<file path="src/hdl/i2c_eeprom_master_top_assert.svh">
// Assertion macros for the I2C EEPROM master.
// Included by i2c_eeprom_master_top; needs a clock and an active-low reset in scope.
`ifndef I2C_EEPROM_MASTER_TOP_ASSERT_SVH
`define I2C_EEPROM_MASTER_TOP_ASSERT_SVH

// same-cycle implication
`define I2CM_ASSERT_IMP(label, clk, rst_n, ante, cons) \
    label: assert property (@(posedge clk) disable iff (!(rst_n)) (ante) |-> (cons)) \
        else $error("i2c eeprom master: same-cycle check failed");

// next-cycle implication
`define I2CM_ASSERT_NEXT(label, clk, rst_n, ante, cons) \
    label: assert property (@(posedge clk) disable iff (!(rst_n)) (ante) |=> (cons)) \
        else $error("i2c eeprom master: next-cycle check failed");

`endif

</file>
<file path="src/hdl/i2cm_pkg.sv">
// Shared types and constants of the I2C EEPROM master.
// No dependencies; used by every module of the block by scoped names.
`timescale 1ns / 1ps

package i2cm_pkg;

    typedef enum logic [2:0] {
        KIND_TICK       = 3'd0,
        KIND_WRITE      = 3'd1,
        KIND_RAND_READ  = 3'd2,
        KIND_NEXT_BYTE  = 3'd3,
        KIND_CUR_READ   = 3'd4
    } t_kind;

    typedef enum logic [1:0] {
        CFG_DEVICE_SELECT = 2'd0,
        CFG_TWO_BYTE_ADDR = 2'd1,
        CFG_HALF_BIT      = 2'd2,
        CFG_ACK_TIMEOUT   = 2'd3
    } t_cfg_index;

    localparam int unsigned CFG_WIDTH = 16;

    localparam logic [6:0]  DEVICE_SELECT_RST = 7'd80;
    localparam logic        TWO_BYTE_ADDR_RST = 1'b1;
    localparam logic [15:0] HALF_BIT_RST      = 16'd5;
    localparam logic [15:0] ACK_TIMEOUT_RST   = 16'd1000;

    typedef struct packed {
        logic [2:0]  kind;
        logic [15:0] address;
        logic [7:0]  data_byte;
        logic        last_byte;
        logic        sda_in;
    } t_in_item;

    typedef struct packed {
        logic       scl_out;
        logic       sda_out;
        logic       sda_released;
        logic       busy_res;
        logic       need_data;
        logic       done_res;
        logic       nack_error;
        logic [7:0] read_data;
    } t_out_item;

    typedef struct packed {
        logic [6:0]  device_select;
        logic        two_byte_address;
        logic [15:0] half_bit_ticks;
        logic [15:0] ack_timeout;
    } t_cfg;

endpackage

</file>
<file path="src/hdl/i2cm_core.sv">
// Bus sequencer of the I2C EEPROM master: one state update per accepted tick beat.
// Depends on i2cm_pkg.
`timescale 1ns / 1ps

module i2cm_core (
    input  logic               i_clk,
    input  logic               i_rst_n,
    input  logic               i_step,
    input  i2cm_pkg::t_in_item i_item,
    input  i2cm_pkg::t_cfg     i_cfg,
    output i2cm_pkg::t_out_item o_result
);

    typedef enum logic [14:0] {
        PH_IDLE = 15'b000000000000001,
        PH_DONE = 15'b000000000000010,
        PH_S1   = 15'b000000000000100,
        PH_S2   = 15'b000000000001000,
        PH_S3   = 15'b000000000010000,
        PH_W1   = 15'b000000000100000,
        PH_W2   = 15'b000000001000000,
        PH_W3   = 15'b000000010000000,
        PH_ACK  = 15'b000000100000000,
        PH_WAIT = 15'b000001000000000,
        PH_R1   = 15'b000010000000000,
        PH_R2   = 15'b000100000000000,
        PH_P1   = 15'b001000000000000,
        PH_P2   = 15'b010000000000000,
        PH_P3   = 15'b100000000000000
    } t_phase;

    typedef enum logic [4:0] {
        ST_DEVW  = 5'b00001,
        ST_ADDRH = 5'b00010,
        ST_ADDRL = 5'b00100,
        ST_DATA  = 5'b01000,
        ST_DEVR  = 5'b10000
    } t_stage;

    t_phase      r_phase, n_phase;
    t_stage      r_stage, n_stage;
    logic [3:0]  r_bit_cnt, n_bit_cnt;
    logic [7:0]  r_shift, n_shift;
    logic [15:0] r_tick, n_tick;
    logic [15:0] r_ack_wait, n_ack_wait;
    logic [15:0] r_addr, n_addr;
    logic [7:0]  r_data, n_data;
    logic        r_last, n_last;
    logic        r_cmd_write, n_cmd_write;
    logic        r_nack, n_nack;
    logic        r_sda_latch, n_sda_latch;

    logic [15:0] seg_len;
    logic [15:0] ack_limit;
    logic        seg_done;
    logic [15:0] seg_tick;
    logic [15:0] ack_inc;
    logic [3:0]  bit_inc;
    logic [7:0]  dev_byte;
    logic        scl;
    logic        sda;
    logic        rel;
    logic        drives;

    always_comb begin
        seg_len   = (i_cfg.half_bit_ticks == 16'd0) ? 16'd1 : i_cfg.half_bit_ticks;
        ack_limit = (i_cfg.ack_timeout == 16'd0) ? 16'd1 : i_cfg.ack_timeout;
        seg_done  = ({1'b0, r_tick} + 17'd1) >= {1'b0, seg_len};
        seg_tick  = seg_done ? 16'd0 : r_tick + 16'd1;
        ack_inc   = r_ack_wait + 16'd1;
        bit_inc   = r_bit_cnt + 4'd1;
        dev_byte  = {i_cfg.device_select, 1'b0};
    end

    // line levels from the current phase
    always_comb begin
        scl    = 1'b0;
        sda    = r_sda_latch;
        rel    = 1'b0;
        drives = 1'b1;
        unique case (r_phase)
            PH_S1:  begin scl = 1'b0; sda = 1'b1; end
            PH_S2:  begin scl = 1'b1; sda = 1'b1; end
            PH_S3:  begin scl = 1'b1; sda = 1'b0; end
            PH_W1:  begin scl = 1'b0; sda = r_shift[7]; end
            PH_W2:  begin scl = 1'b1; sda = r_shift[7]; end
            PH_W3:  begin scl = 1'b0; sda = r_shift[7]; end
            PH_ACK: begin scl = 1'b1; rel = 1'b1; drives = 1'b0; end
            PH_R1:  begin scl = 1'b1; rel = 1'b1; drives = 1'b0; end
            PH_R2:  begin scl = 1'b0; rel = 1'b1; drives = 1'b0; end
            PH_P1:  begin scl = 1'b0; sda = 1'b0; end
            PH_P2:  begin scl = 1'b1; sda = 1'b0; end
            PH_P3:  begin scl = 1'b1; sda = 1'b1; end
            default: drives = 1'b0;
        endcase
    end

    always_comb begin
        o_result.scl_out      = scl;
        o_result.sda_out      = sda;
        o_result.sda_released = rel;
        o_result.busy_res     = (r_phase != PH_IDLE) && (r_phase != PH_DONE);
        o_result.need_data    = (r_phase == PH_WAIT);
        o_result.done_res     = (r_phase == PH_DONE);
        o_result.nack_error   = (r_phase == PH_DONE) && r_nack;
        o_result.read_data    = ((r_phase == PH_DONE) && !r_nack && !r_cmd_write)
                                ? r_shift : 8'd0;
    end

    always_comb begin
        n_phase     = r_phase;
        n_stage     = r_stage;
        n_bit_cnt   = r_bit_cnt;
        n_shift     = r_shift;
        n_tick      = r_tick;
        n_ack_wait  = r_ack_wait;
        n_addr      = r_addr;
        n_data      = r_data;
        n_last      = r_last;
        n_cmd_write = r_cmd_write;
        n_nack      = r_nack;
        n_sda_latch = drives ? sda : r_sda_latch;

        unique case (r_phase)
            PH_IDLE, PH_DONE: begin
                n_phase = PH_IDLE;
                if (i_item.kind == i2cm_pkg::KIND_WRITE
                        || i_item.kind == i2cm_pkg::KIND_RAND_READ
                        || i_item.kind == i2cm_pkg::KIND_CUR_READ) begin
                    n_cmd_write = (i_item.kind == i2cm_pkg::KIND_WRITE);
                    n_nack      = 1'b0;
                    if (i_item.kind == i2cm_pkg::KIND_CUR_READ) begin
                        n_stage = ST_DEVR;
                    end else begin
                        n_stage = ST_DEVW;
                        n_addr  = i_item.address;
                    end
                    if (i_item.kind == i2cm_pkg::KIND_WRITE) begin
                        n_data = i_item.data_byte;
                        n_last = i_item.last_byte;
                    end
                    n_tick  = 16'd0;
                    n_phase = PH_S1;
                end
            end
            PH_WAIT: begin
                if (i_item.kind == i2cm_pkg::KIND_NEXT_BYTE) begin
                    n_data    = i_item.data_byte;
                    n_last    = i_item.last_byte;
                    n_stage   = ST_DATA;
                    n_shift   = i_item.data_byte;
                    n_bit_cnt = 4'd0;
                    n_tick    = 16'd0;
                    n_phase   = PH_W1;
                end
            end
            PH_S1: begin
                n_tick = seg_tick;
                if (seg_done) n_phase = PH_S2;
            end
            PH_S2: begin
                n_tick = seg_tick;
                if (seg_done) n_phase = PH_S3;
            end
            PH_S3: begin
                n_tick = seg_tick;
                if (seg_done) begin
                    n_shift   = {dev_byte[7:1], (r_stage == ST_DEVR)};
                    n_bit_cnt = 4'd0;
                    n_tick    = 16'd0;
                    n_phase   = PH_W1;
                end
            end
            PH_W1: begin
                n_tick = seg_tick;
                if (seg_done) n_phase = PH_W2;
            end
            PH_W2: begin
                n_tick = seg_tick;
                if (seg_done) n_phase = PH_W3;
            end
            PH_W3: begin
                n_tick = seg_tick;
                if (seg_done) begin
                    n_shift   = {r_shift[6:0], 1'b0};
                    n_bit_cnt = bit_inc;
                    if (bit_inc >= 4'd8) begin
                        n_ack_wait = 16'd0;
                        n_phase    = PH_ACK;
                    end else begin
                        n_phase = PH_W1;
                    end
                end
            end
            PH_ACK: begin
                if (!i_item.sda_in) begin
                    // acknowledged: pick the next byte of the sequence
                    case (r_stage)
                        ST_DEVW: begin
                            n_bit_cnt = 4'd0;
                            n_tick    = 16'd0;
                            n_phase   = PH_W1;
                            if (i_cfg.two_byte_address) begin
                                n_stage = ST_ADDRH;
                                n_shift = r_addr[15:8];
                            end else begin
                                n_stage = ST_ADDRL;
                                n_shift = r_addr[7:0];
                            end
                        end
                        ST_ADDRH: begin
                            n_stage   = ST_ADDRL;
                            n_shift   = r_addr[7:0];
                            n_bit_cnt = 4'd0;
                            n_tick    = 16'd0;
                            n_phase   = PH_W1;
                        end
                        ST_ADDRL: begin
                            n_tick = 16'd0;
                            if (r_cmd_write) begin
                                n_stage   = ST_DATA;
                                n_shift   = r_data;
                                n_bit_cnt = 4'd0;
                                n_phase   = PH_W1;
                            end else begin
                                // repeated start, then device read byte
                                n_stage = ST_DEVR;
                                n_phase = PH_S1;
                            end
                        end
                        ST_DATA: begin
                            n_tick  = 16'd0;
                            n_phase = r_last ? PH_P1 : PH_WAIT;
                        end
                        default: begin
                            n_shift   = 8'd0;
                            n_bit_cnt = 4'd0;
                            n_tick    = 16'd0;
                            n_phase   = PH_R1;
                        end
                    endcase
                end else begin
                    n_ack_wait = ack_inc;
                    if (ack_inc >= ack_limit) begin
                        n_nack  = 1'b1;
                        n_phase = PH_DONE;
                    end
                end
            end
            PH_R1: begin
                n_tick = seg_tick;
                if (seg_done) begin
                    n_shift = {r_shift[6:0], i_item.sda_in};
                    n_phase = PH_R2;
                end
            end
            PH_R2: begin
                n_tick = seg_tick;
                if (seg_done) begin
                    n_bit_cnt = bit_inc;
                    n_phase   = (bit_inc >= 4'd8) ? PH_P1 : PH_R1;
                end
            end
            PH_P1: begin
                n_tick = seg_tick;
                if (seg_done) n_phase = PH_P2;
            end
            PH_P2: begin
                n_tick = seg_tick;
                if (seg_done) n_phase = PH_P3;
            end
            PH_P3: begin
                n_tick = seg_tick;
                if (seg_done) begin
                    n_nack  = 1'b0;
                    n_phase = PH_DONE;
                end
            end
            default: n_phase = PH_IDLE;
        endcase
    end

    always_ff @(posedge i_clk) begin
        if (!i_rst_n) begin
            r_phase     <= PH_IDLE;
            r_stage     <= ST_DEVW;
            r_bit_cnt   <= 4'd0;
            r_shift     <= 8'd0;
            r_tick      <= 16'd0;
            r_ack_wait  <= 16'd0;
            r_addr      <= 16'd0;
            r_data      <= 8'd0;
            r_last      <= 1'b0;
            r_cmd_write <= 1'b0;
            r_nack      <= 1'b0;
            r_sda_latch <= 1'b1;
        end else if (i_step) begin
            r_phase     <= n_phase;
            r_stage     <= n_stage;
            r_bit_cnt   <= n_bit_cnt;
            r_shift     <= n_shift;
            r_tick      <= n_tick;
            r_ack_wait  <= n_ack_wait;
            r_addr      <= n_addr;
            r_data      <= n_data;
            r_last      <= n_last;
            r_cmd_write <= n_cmd_write;
            r_nack      <= n_nack;
            r_sda_latch <= n_sda_latch;
        end
    end

endmodule

</file>
<file path="src/hdl/i2cm_out_stage.sv">
// Result register of the I2C EEPROM master, with valid/ready toward the receiver.
// Depends on i2cm_pkg.
`timescale 1ns / 1ps

module i2cm_out_stage (
    input  logic                i_clk,
    input  logic                i_rst_n,
    input  logic                i_load,
    input  i2cm_pkg::t_out_item i_result,
    output logic                o_can_load,
    output logic                o_valid,
    input  logic                i_ready,
    output i2cm_pkg::t_out_item o_data
);

    logic                r_valid;
    i2cm_pkg::t_out_item r_data;

    // a held beat that is leaving this cycle frees the slot
    assign o_can_load = !r_valid || i_ready;

    always_ff @(posedge i_clk) begin
        if (!i_rst_n) begin
            r_valid <= 1'b0;
        end else if (i_load) begin
            r_valid <= 1'b1;
        end else if (i_ready) begin
            r_valid <= 1'b0;
        end
    end

    always_ff @(posedge i_clk) begin
        if (i_load) begin
            r_data <= i_result;
        end
    end

    assign o_valid = r_valid;
    assign o_data  = r_data;

endmodule

</file>
<file path="src/hdl/i2c_eeprom_master_top.sv">
// Top level of the tick-driven I2C EEPROM master: configuration registers,
// sequencer and result register. Depends on i2cm_pkg, i2cm_core, i2cm_out_stage.
//
// Usage:
//   Each input beat on i_in_* is one bus tick and may carry a command
//   (write, random read, next write byte, current read). For every accepted
//   input beat exactly one result beat leaves on o_out_*, carrying the SCL/SDA
//   levels and status as they stood before that tick was applied.
//   The result beat is registered and valid in the cycle after its input is accepted.
//   Throughput: one beat per cycle unless stalled; the sequencer state register
//   is updated once per accepted beat by a single pass of next-state logic.
//   When the receiver stalls, the held result stays in the output register and
//   o_in_ready drops until it is taken; no tick is lost or repeated.
//   Configuration: i_cfg_we writes register i_cfg_index (0 device select,
//   1 two-byte address, 2 half-bit ticks, 3 acknowledge timeout) with the
//   low bits of i_cfg_wdata; write only while idle.
//   Reset (synchronous, active low): sequencer idle, SDA latch high, output
//   register empty, registers back to 80 / 1 / 5 / 1000.
`timescale 1ns / 1ps

module i2c_eeprom_master_top (
    input  logic                i_clk,
    input  logic                i_rst_n,
    input  logic                i_in_valid,
    output logic                o_in_ready,
    input  i2cm_pkg::t_in_item  i_in_data,
    output logic                o_out_valid,
    input  logic                i_out_ready,
    output i2cm_pkg::t_out_item o_out_data,
    input  logic                i_cfg_we,
    input  logic [1:0]          i_cfg_index,
    input  logic [i2cm_pkg::CFG_WIDTH-1:0] i_cfg_wdata
);

`include "i2c_eeprom_master_top_assert.svh"

    i2cm_pkg::t_cfg      r_cfg;
    i2cm_pkg::t_out_item core_result;
    logic                can_load;
    logic                step;

    always_ff @(posedge i_clk) begin
        if (!i_rst_n) begin
            r_cfg.device_select    <= i2cm_pkg::DEVICE_SELECT_RST;
            r_cfg.two_byte_address <= i2cm_pkg::TWO_BYTE_ADDR_RST;
            r_cfg.half_bit_ticks   <= i2cm_pkg::HALF_BIT_RST;
            r_cfg.ack_timeout      <= i2cm_pkg::ACK_TIMEOUT_RST;
        end else if (i_cfg_we) begin
            unique case (i2cm_pkg::t_cfg_index'(i_cfg_index))
                i2cm_pkg::CFG_DEVICE_SELECT: r_cfg.device_select    <= i_cfg_wdata[6:0];
                i2cm_pkg::CFG_TWO_BYTE_ADDR: r_cfg.two_byte_address <= i_cfg_wdata[0];
                i2cm_pkg::CFG_HALF_BIT:      r_cfg.half_bit_ticks   <= i_cfg_wdata[15:0];
                i2cm_pkg::CFG_ACK_TIMEOUT:   r_cfg.ack_timeout      <= i_cfg_wdata[15:0];
                default: ;
            endcase
        end
    end

    assign o_in_ready = can_load;
    assign step       = i_in_valid && can_load;

    i2cm_core u_core (
        .i_clk    (i_clk),
        .i_rst_n  (i_rst_n),
        .i_step   (step),
        .i_item   (i_in_data),
        .i_cfg    (r_cfg),
        .o_result (core_result)
    );

    i2cm_out_stage u_out (
        .i_clk      (i_clk),
        .i_rst_n    (i_rst_n),
        .i_load     (step),
        .i_result   (core_result),
        .o_can_load (can_load),
        .o_valid    (o_out_valid),
        .i_ready    (i_out_ready),
        .o_data     (o_out_data)
    );

    // every accepted tick yields a result beat in the next cycle
    `I2CM_ASSERT_NEXT(a_tick_gives_beat, i_clk, i_rst_n, step, o_out_valid)

    // an acknowledge timeout is only reported on the done beat, with no read byte
    `I2CM_ASSERT_IMP(a_nack_on_done, i_clk, i_rst_n, o_out_valid && o_out_data.nack_error,
        o_out_data.done_res && (o_out_data.read_data == 8'd0))

    // waiting for the next write byte counts as busy, and done never overlaps busy
    `I2CM_ASSERT_IMP(a_busy_flags, i_clk, i_rst_n, o_out_valid,
        (!o_out_data.need_data || o_out_data.busy_res)
        && !(o_out_data.done_res && o_out_data.busy_res))

endmodule

</file>
<file path="config.mk">
export PLATFORM = sky130hd
export DESIGN_NAME = i2c_eeprom_master_top
export DESIGN_NICKNAME = d
export VERILOG_FILES = /design/src/hdl/i2cm_pkg.sv /design/src/hdl/i2cm_core.sv /design/src/hdl/i2cm_out_stage.sv /design/src/hdl/i2c_eeprom_master_top.sv
export VERILOG_INCLUDE_DIRS = /design/src /design/src/hdl
export SDC_FILE = /design/constraint.sdc
export NUM_CORES = 1
export LEC_CHECK = 0
export ABC_AREA = 1
export BUFFER_PORTS_ARGS = -buffer_cell sky130_fd_sc_hd__buf_4
export CORE_MARGIN = 5
export CORE_UTILIZATION = 62
export DETAILED_ROUTE_END_ITERATION = 10
export HOLD_SLACK_MARGIN = 0.15
export PLACE_DENSITY = 0.89
export SYNTH_ARGS = -nofsm -noshare
export SYNTH_HDL_FRONTEND = slang
export SYNTH_SLANG_ARGS = --single-unit
</file>
<file path="constraint.sdc">
create_clock -name i_clk -period 7.44 [get_ports i_clk]
set_clock_uncertainty 0.1 [all_clocks]
set_input_delay 1.86 -clock i_clk [delete_from_list [all_inputs] [get_ports i_clk]]
set_output_delay 1.86 -clock i_clk [all_outputs]
set_load 0.01 [all_outputs]
</file>
-- After elaboration in Yosys (flattened, before gate mapping)
Index checks and enable logic that the tools add are counted.
- $add $sub $neg: 4
- multiply operators: 0
- divide/modulo/power cells: 0
- $lt $le $gt $ge: 3
- eq/ne operators: 52
- shift-type cells: 0
- multiplexer cells: 75
- bitwise operators: 1
- reduce and logical (&&, ||, !) cells: 47
- operators with widths (kind ; number):
    $mux W15 ; 14
    $pmux W15 S14 ; 1
    $mux W16 ; 10
    $pmux W16 S5 ; 1
    $mux W8 ; 9
    $pmux W15 S3 ; 1
    $pmux W8 S5 ; 1
    $add A16 B1 Y16 const B ; 2
    $logic_not A16 Y1 ; 2
    $ne A2 B1 Y1 const B ; 16
    $pmux W16 S2 ; 1
    $pmux W8 S4 ; 1
    $pmux W5 S3 ; 2
    $mux W13 ; 2
    $mux W5 ; 5
    $mux W4 ; 5
    $add A16 B1 Y17 const B ; 1
    $ge A17 B16 Y1 ; 1
    $ge A16 B16 Y1 ; 1
    $pmux W4 S4 ; 1
    $pmux W8 S2 ; 1
    $eq A15 B1 Y1 const B ; 1
    $eq A15 B10 Y1 const B ; 1
    $eq A15 B11 Y1 const B ; 1
    other kinds (58) ; 101
- register bits: 148
- latch bits: 0
- RAM bits: 0
- ROM bits: 0
- bits of input ports: 52
- output and inout port bits: 17
- memories kept: 0

-- Logic depth before layout (Yosys ltp)
- word-level depth: 6
- mapped depth: 24

-- Hierarchy
From an unflattened synthesis, not the netlist that was laid out.
- cells, all modules: 1360
- area total of the unflattened synthesis: 9102.5 um2
- modules (own cells, without submodules) (module ; instances ; cells an instance ; area each (um2)):
    i2cm_core ; 1 ; 1097 ; 6966.7
    i2c_eeprom_master_top ; 1 ; 242 ; 1639.1
    i2cm_out_stage ; 1 ; 21 ; 496.7

-- Worst setup path after synthesis
No wires, ideal clock.
- path kind: input-to-output
- start point: in i_out_ready
- end point: out o_in_ready
- data arrival time: 1.994 ns
- data required time: 5.480 ns
- path slack: 3.486 ns
- stages on the path: 2
- cell sequence: inv_1 -> nand2_1
- longest elaborated chain between the ends: 1
- ends and longest elaborated chain (what ; RTL line ; source):
    start, declared ; i2c_eeprom_master_top.sv:28 ; input logic i_out_ready,
    $logic_or A1 B1 Y1 ; i2cm_out_stage.sv:20 ; assign o_can_load = !r_valid || i_ready;
    end, declared ; i2c_eeprom_master_top.sv:25 ; output logic o_in_ready,
No other way between the ends.

-- Final worst setup path
- start point: in i_out_ready
- end point: reg u_core.r_addr[9]
- longest elaborated chain between the ends: 3
- ends and longest elaborated chain (what ; RTL line ; source):
    $logic_or A1 B1 Y1 ; i2cm_out_stage.sv:20 ;
    $logic_and A1 B1 Y1 ; i2c_eeprom_master_top.sv:60 ; assign step = i_in_valid && can_load;
    named net step ; i2c_eeprom_master_top.sv:40 ; logic step;
    $reduce_and A4 Y1 (no line) ; n/a ;
    end signal, assigned ; i2cm_core.sv:304 ; r_addr <= n_addr;
    end, declared ; i2cm_core.sv:46 ; logic [15:0] r_addr, n_addr;
The timed path passes the listed nets, and every way through them passes these cells.
A chain may end at the register's enable or synchronous reset.

==> impl_metrics.ini <==
[logic_synthesis]
yosysUniqueCellTypes = 48
synth_warnings = 0
synth_edf_count = 15
syn-num-nets = 1321
avgSynthCellArea_um2 = 6.99
async_reset_ff_frac = 0
ys_ff_latch = 148
synth_top_area_share = 0.309
synth_area_leaders = dfxtp_1, nand2_1, inv_1
synth_area_leader_cell = dfxtp_1
synth_cells = 1234
ys_seq_area_frac = 0.361
synth_flop_cell = dfxtp_1
synth_area_um2 = 8620

[floorplan]
dieArea_um2 = 16400
die_w_um = 128
die_y_um = 128
core_um2 = 13800
io_pins = 69
rows = 43
initial_core_util = 0.626

[clocking]
cts_sinks = 148
h-tree-depth = 4
cts_tree = yes
cts.repair.resized = 0
clockBufferDepth = 2
cts-buffers-inserted = 17
insertion_delay_ns = 0.44
cts-root-buf = clkbuf_16
post_cts.repair.setup_buffers = 0
clkTransAtPathRegs_ns = 0.06
cts_hold_buf = 0

[grt]
grt_pass1_wl_um = 36900
grt_usage = 0.275
grt_max_degree = 67
grt_pass1_vias = 7897
antenna_found_initial = 0
grt_overflow = 0

[final_layout]
layout_common_cells = nand2_1, inv_1, dfxtp_1
final_nets = 1372
drive_gt1_frac = 0.126
num-fill-cells = 1156
area_delta_synth_final_pct = 13.3
final_common_cell = nand2_1
antennaDiodeCount = 0

[pwr]
total_power_mw = 1.97
combPwrFrac = 0.128
p_switching_mw = 0.545
p_sw_frac = 0.276
seqPwrFrac = 0.431
p_int_mw = 1.43
p_per_area_nw_per_um2 = 202
ir_drop_uv = 163
power_frac_clock = 0.441
power_leakage_nw = 4.52

[sta]
finalMaxSlewViolations = 0
timing.final.crit_share = 0.573
timing.final.crit_period_ns = 4.26
worstMarginPinSlew_ns = 1.19
final_hold_viol_count = 0
fmax_mhz = 235
rsz0062_at_grt = false
relSlewSlack = 0.208
setup_ws_ns = 3.18
final.setup.tns_ns = 0
setup_viol = 0

[critical_path]
crit_arrival_ns = 4.43
crit_type = input port to register
end_kind = register
startpoint_type = input port
cpMostUsedCell = nand2_1
path_cells = buf_4 -> inv_1 -> nand2_1 -> nand2_1 -> clkinv_1 -> nand4_1 -> inv_1 -> nand2_1 -> a21oi_1
crit_path_max_fanout = 21
worstPathRequired_ns = 7.60
cpPeakStageDelay_ns = 0.86
cp_slowest_cell = nand4_1

[drt]
dr.pass1.iters = 5
drc = 0
drt_iter0_drc = 890
vias = 8432
viasPerCell = 5.71
wl_per_cell_um = 15.0
wl_um = 22200
ant_nets = 0

[min_path]
min_path_type = register to register

[status]
status = completed

[place]
post-dp-hpwl_um = 15900
place.gp.congestion = 1.01
pre_cts_ws_ns = 2.83
io_buffers = 68

[flow_run]
drv_cap = 0
==> sequential cells by signal, summed over array words and instances (netlist names), 5 cells and up <==
name / cells
u_out.o_data: 15
u_core.r_data: 8
u_core.r_stage: 5
u_core.r_tick: 16
u_core.r_addr: 16
u_core.r_ack_wait: 16
u_core.r_shift: 8
r_cfg: 40
u_core.r_phase: 15
==> Yosys cell counts, types with 2 or more instances <==
master	instances
buf_6	5
nor4_1	8
nand4_1	47
edfxtp_1	15
nand3b_1	2
a21oi_1	106
nand3_2	2
nor2_8	3
dfxtp_1	133
buf_2	4
nor2_1	131
o21ai_0	57
clkbuf_1	22
o21a_1	2
xnor2_1	10
nand2_1	283
buf_1	2
inv_1	156
ha_1	35
nand2_4	11
a21o_1	2
inv_2	10
clkinv_1	4
nor3_1	24
xor2_1	18
a211oi_1	9
buf_4	2
nor2_4	5
nand2_2	10
a31oi_1	2
and2_1	2
nand3_4	4
nor2_2	11
nand3_1	79
o211ai_1	5
==> worst max-delay path, delay by kind of cell <==
| family | cells | cell delay [ns] |
|---|---|---|
| compound gates | 1 | 0.07 |
| buf+inv | 4 | 1.25 |
| simple gates | 4 | 1.23 |
==> cell type report <==
class                   count  area (µm²)  share of cell area
clock inverters            12         118              0.0120
clock buffers              20         489              0.0501
multi-input cells         878        4660               0.477
well taps                 180         225              0.0231
flip-flops and latches    148        3110               0.319
inverters                 172         656              0.0671
repair buffers             68         510              0.0522
==> kinds of logic after synthesis <==
family / count (synthesis) / synth area share
buffers and inverters: 208 / 0.0988
flip-flops: 148 / 0.361
AO/OA/AOI/OAI: 190 / 0.120
adder cells (fa/ha/maj): 35 / 0.0508
XOR/XNOR: 28 / 0.0284
AND/OR/NAND/NOR: 625 / 0.341
==> power groups by stage <==
stage | Sequential (mW) | Combinational (mW) | Clock [mW]
after global routing | 0.854 | 0.279 | 0.905
after detailed placement | 0.868 | 0.246 | 0
after CTS | 0.851 | 0.249 | 0.872
after global placement | 0.867 | 0.240 | 0
after floorplan | 0.866 | 0.176 | 0
final | 0.852 | 0.252 | 0.870
==> final timing paths <==
| check | startpoint | endpoint | slack [ns] | cells after the start |
|---|---|---|---|---|
| min | u_core.r_addr[9] | u_core.r_addr[9] | 0.37 | 2 |
| max reg2reg | u_core.r_ack_wait[0] | u_core.r_phase[3] | 3.55 | 19 |
| max | i_out_ready | u_core.r_addr[9] | 3.18 | 9 |
| min reg2reg | u_core.r_addr[9] | u_core.r_addr[9] | 0.37 | 2 |
==> layer usage <==
layer / vias to the layer above / track usage / part of all wire
li1: 4142 / - / -
met1: 3840 / 0.337 / 0.41
met4: 0 / 0.119 / 0.029
met2: 378 / 0.472 / 0.49
met3: 72 / 0.0533 / 0.072
met5: - / 0 / 0
==> per-stage QoR <==
| step | util | hold slack [ns] | std cells | area (µm²) |
|---|---|---|---|---|
| floorplan | - | 0.329 | 1234 | 8620 |
| global placement | 0.665 | 0.351 | 1446 | 9160 |
| CTS | 0.709 | 0.366 | 1478 | 9770 |
| global route | 0.709 | 0.391 | 1478 | 9770 |
| detailed placement | 0.665 | 0.357 | 1446 | 9160 |
| finish | 0.709 | 0.371 | 1478 | 9770 |
(Power assumes the default switching activity.)
